$ cat config.mk
export PLATFORM = sky130hd
export DESIGN_NAME = ntcs_dist
export DESIGN_NICKNAME = d
export VERILOG_FILES = /design/src/design/ntcs_pkg.sv /design/src/design/ntcs_dist.sv
export SDC_FILE = /design/constraint.sdc
export NUM_CORES = 2
export LEC_CHECK = 0
export ABC_AREA = 0
export BUFFER_PORTS_ARGS = -buffer_cell sky130_fd_sc_hd__buf_2
export CORE_ASPECT_RATIO = 1.1
export CORE_MARGIN = 3
export CORE_UTILIZATION = 55
export DETAILED_ROUTE_END_ITERATION = 8
export PLACE_DENSITY = 0.85
export SKIP_CTS_REPAIR_TIMING = 1
export SYNTH_ARGS = -nofsm -noshare
export SYNTH_HDL_FRONTEND = slang
export SYNTH_SLANG_ARGS = --single-unit
$ cat constraint.sdc
create_clock -name clock -period 8.77 [get_ports clock]
set_clock_uncertainty 0.1 [all_clocks]
set_input_delay 0.877 -clock clock [delete_from_list [all_inputs] [get_ports clock]]
set_output_delay 0.877 -clock clock [all_outputs]
set_load 0.005 [all_outputs]
$ cat src/design/ntcs_pkg.sv
// Shared types and constants for the nearest triangle centroid search unit.
// No dependencies; imported by every module of the block.
package ntcs_pkg;

   // Table geometry fixed by the 10-bit slot and corner fields
   localparam int SLOT_W        = 10;
   localparam int CORNER_W      = 10;
   localparam int TRI_W         = 3 * CORNER_W;
   localparam int COUNT_W       = 11;
   localparam int MAX_VERTICES  = 1024;
   localparam int MAX_TRIANGLES = 1024;

   // Transaction opcodes
   localparam logic [1:0] OP_WRITE_VERTEX   = 2'd0;
   localparam logic [1:0] OP_WRITE_TRIANGLE = 2'd1;
   localparam logic [1:0] OP_QUERY          = 2'd2;

   // Sequencer states
   typedef enum logic [3:0] {
      ST_IDLE,
      ST_TRI,
      ST_VA,
      ST_VB,
      ST_VC,
      ST_SUM,
      ST_DIFF,
      ST_SQX,
      ST_SQY,
      ST_SQZ,
      ST_CMP,
      ST_DONE
   } state_type;

   // Axis fed to the shared squaring multiplier
   typedef enum logic [1:0] {
      AXIS_X,
      AXIS_Y,
      AXIS_Z
   } axis_type;

   // Sequencer controls for the distance datapath
   typedef struct packed {
      logic     query_load;
      logic     sum_load;
      logic     sum_add;
      logic     diff_en;
      logic     sq_en;
      axis_type sq_axis;
      logic     acc_load;
      logic     acc_add;
   } dist_ctrl_type;

endpackage

$ cat src/design/ntcs_dist.sv
// Distance datapath: corner sums, |3p - (A+B+C)| per axis, one shared squarer
// and the squared-distance accumulator. Depends on ntcs_pkg.
module ntcs_dist #(
   parameter int COORD_WIDTH = 24
) (
   input  logic                                clock,
   input  ntcs_pkg::dist_ctrl_type             ctrl,
   input  logic signed [COORD_WIDTH-1:0]       query_x,
   input  logic signed [COORD_WIDTH-1:0]       query_y,
   input  logic signed [COORD_WIDTH-1:0]       query_z,
   input  logic signed [COORD_WIDTH-1:0]       vertex_x,
   input  logic signed [COORD_WIDTH-1:0]       vertex_y,
   input  logic signed [COORD_WIDTH-1:0]       vertex_z,
   output logic [2*(COORD_WIDTH+2)+1:0]        sq_dist
);
   import ntcs_pkg::*;

   localparam int SUM_W  = COORD_WIDTH + 2;
   localparam int DIFF_W = COORD_WIDTH + 3;
   localparam int MAG_W  = COORD_WIDTH + 2;
   localparam int SQ_W   = 2 * MAG_W;
   localparam int DIST_W = SQ_W + 2;

   logic signed [COORD_WIDTH-1:0] query_lane  [3];
   logic signed [COORD_WIDTH-1:0] vertex_lane [3];
   logic signed [SUM_W-1:0]       p3_ff  [3];
   logic signed [SUM_W-1:0]       sum_ff [3];
   logic [MAG_W-1:0]              mag_ff [3];
   logic [SQ_W-1:0]               prod_ff;
   logic [DIST_W-1:0]             acc_ff;
   logic [MAG_W-1:0]              mag_sel;
   logic [SQ_W-1:0]               square;

   assign query_lane[0]  = query_x;
   assign query_lane[1]  = query_y;
   assign query_lane[2]  = query_z;
   assign vertex_lane[0] = vertex_x;
   assign vertex_lane[1] = vertex_y;
   assign vertex_lane[2] = vertex_z;

   // Per-axis lanes: 3p, corner sum, and magnitude of the difference
   for (genvar i = 0; i < 3; i++) begin : g_lane
      logic signed [SUM_W-1:0]  query_ext;
      logic signed [SUM_W-1:0]  vertex_ext;
      logic signed [DIFF_W-1:0] diff;
      logic [DIFF_W-1:0]        diff_abs;

      assign query_ext  = SUM_W'(query_lane[i]);
      assign vertex_ext = SUM_W'(vertex_lane[i]);
      assign diff       = DIFF_W'(p3_ff[i]) - DIFF_W'(sum_ff[i]);
      assign diff_abs   = diff[DIFF_W-1] ? (~diff + 1'b1) : diff;

      always_ff @(posedge clock) begin
         if (ctrl.query_load) begin
            p3_ff[i] <= (query_ext <<< 1) + query_ext;
         end
         if (ctrl.sum_load) begin
            sum_ff[i] <= vertex_ext;
         end else if (ctrl.sum_add) begin
            sum_ff[i] <= sum_ff[i] + vertex_ext;
         end
         if (ctrl.diff_en) begin
            mag_ff[i] <= diff_abs[MAG_W-1:0];
         end
      end
   end

   // Shared squarer input select
   always_comb begin
      unique case (ctrl.sq_axis)
         AXIS_X:  mag_sel = mag_ff[0];
         AXIS_Y:  mag_sel = mag_ff[1];
         AXIS_Z:  mag_sel = mag_ff[2];
         default: mag_sel = mag_ff[0];
      endcase
   end

   assign square = mag_sel * mag_sel;

   // Product register and running sum of squares
   always_ff @(posedge clock) begin
      if (ctrl.sq_en) begin
         prod_ff <= square;
      end
      if (ctrl.acc_load) begin
         acc_ff <= DIST_W'(prod_ff);
      end else if (ctrl.acc_add) begin
         acc_ff <= acc_ff + DIST_W'(prod_ff);
      end
   end

   // Final term folds in on the compare cycle
   assign sq_dist = acc_ff + DIST_W'(prod_ff);

endmodule

==> metrics.cfg <==
[die]
initial_core_util=0.557
core_mm2=0.0835
floorplan.die.height_um=311
die_outline_area_mm2=0.0880
num_ports=208
rows=111
horizontal_die_dimension_um=283

[setup_path]
critPathMaxFanout=26
critical_path.most_common_cell=fa_1
timing.critical_path.from_type=input pin
slowest_stage_delay_on_critical_path_ns=0.55
worstReg2RegStart=mag_ff[0][35]
crit_path_start=ctrl[3]
worst-endpoint-required_ns=8.98
critical_path.endpoint_type=flip-flop
timing.critical_path.slowest_stage_cell=fa_1
worstSetupPathType=in -> reg
cp.arrival_ns=8.68

[placed_design]
port_buffers=207
dp_slack_ns=-0.386
place.detailed.hpwl_mm=100
routabilityCongestion=0.973

[route]
wirelength_mm=121
drt_first_iter_violations=2838
detailedRoute.firstPassIterationCount=8
drt_drc_violations_left=0
route.detailed.wl_per_inst_um=18.1
viasPerCell=5.69
ant_nets=0
vias=37900

[synth]
yosys_warnings=0
ys_seq_elements=339
yosys-top-cells-area=fa_1, edfxtp_1, ha_1
synth.yosys.seq_area_share=0.219
synth_nets=6245
share_of_the_synthesized_area_in_the_top_cell_type=0.225
synthDominantAreaCellType=fa_1
synth_ff_type=edfxtp_1
ys_async_sr_fraction=0
post_synth_num_cell_types=81
postSynthCellCount=5102
synth.cell_area_mm2=0.0465
post_synth.cell_area_avg_um2=9.11
synth-edff-count=337

[cts]
clk_root_buffer_cell=clkbuf_16
cts_tree=yes
worst_skew_pair.late_latency_ns=0.58
cts_inserted_buffers=38
h-tree-depth=2
cts.reportedPaths.clkPinSlew_ns=0.06
cts.sinks=339
clk_path_buf_depth=3

[finish]
final_cell_mix=inv_1, nand2_1, fa_1
utilization=0.624
synthToLayoutAreaGrowth_pct=12.1
mostFrequentLayoutCell=inv_1
post_route_cells_drive_above_1_share=0.114
final_net_count=6635

[timing]
final_hold_viol_count=0
min_period_over_period=0.965
slew_viol_final=0
worst_pin_slew_ns=1.10
timing.final.ws_setup_ns=0.305
final-setup-viol-count=0
fin_hold_ws_ns=0.405
relSlewSlack=0.263
final.min_clock_period_ns=8.46
max_clock_freq_ghz=0.118

[hold_path]
min_path_type=in -> reg
min_from=query_y[0]

[global_route]
vias_in_the_first_global_route=39400
globalRoute.totalOverflow=0
grtUsageTotal=0.271
first_pass_grt_wire_length_mm=196
grt_max_degree=79
antenna_found_initial=1

[status]
result_of_the_run=finished clean

[flow_run]
max-cap-violations=0

## logic make-up after synthesis
| logic type | synth area share |
|---|---|
| muxes | 0.00827 |
| AOI/OAI and AO/OA | 0.149 |
| DFF | 0.219 |
| buffers and inverters | 0.0845 |
| and+or+nand+nor | 0.124 |
| adders and majority gates | 0.351 |
| xor gates and xnor gates | 0.0648 |
## cell usage after synthesis, types with 15 or more instances
master,count
o21bai_1,36
a22oi_1,30
inv_1,894
a21o_1,154
o31ai_1,39
mux2_2,27
clkbuf_1,133
xnor2_1,230
nand2b_1,54
o211ai_1,25
nor2b_1,35
and2_1,18
nor3_1,63
nand3_1,68
a31oi_1,34
nand4_1,32
xor2_1,114
edfxtp_1,337
ha_1,467
a211oi_1,42
o21ai_0,240
o21a_1,67
or3_1,28
a21oi_1,249
o21ai_1,15
fa_1,522
nor2_1,344
and3_1,37
nand2_1,525
## path summary, 6_finish.rpt
kind,to,slack (ns),cells past startpoint
setup reg to reg,prod_ff[51],0.73,30
hold reg to reg,acc_ff[16],0.44,2
setup / recovery,prod_ff[51],0.31,32
hold / removal,p3_ff[0][26],0.40,1
## layout make-up
cell class / count / area, µm²
clock inverters: 24 / 340
fillers: 6659 / 31400
flip-flops and latches: 339 / 10200
inverters: 903 / 3390
well taps: 1130 / 1410
multi-input cells: 3717 / 32500
repair buffers: 493 / 3370
diodes: 1 / 2.50
clock buffers: 44 / 973
## critical path, delay by kind of cell
family                     cells  cell delay [ns]
adders and majority gates      9             4.00
buffers and inverters          9             1.10
AOI/OAI and AO/OA             12             2.51
xor gates and xnor gates       1             0.08
and+or+nand+nor                1             0.09
## per-stage QoR
step / instances / TNS [ns] / cell area (µm²)
floorplan: 5102 / 0 / 46500
global placement: 6581 / -1.03 / 50700
detailed placement: 6581 / -2.44 / 50700
CTS: 6649 / 0 / 52000
global route: 6651 / -0.0310 / 52100
finish: 6651 / 0 / 52100
## registers in the layout, indices dropped and copies added (netlist names)
register and flops:
acc_ff 54, mag_ff 78, p3_ff 78, sum_ff 78, prod_ff 51
## metal layers
metal / global-route usage / vias up / routed length, µm / share of wire
li1: - / 17900 / - / -
met1: 0.321 / 18100 / 46300 / 0.38
met2: 0.492 / 1478 / 60000 / 0.50
met3: 0.0406 / 378 / 8410 / 0.070
met4: 0.112 / 0 / 5840 / 0.048
met5: 0 / - / 0 / 0
Power is not shown: default switching activity piles up to over one toggle a cycle in this logic, so the estimate is an artifact.
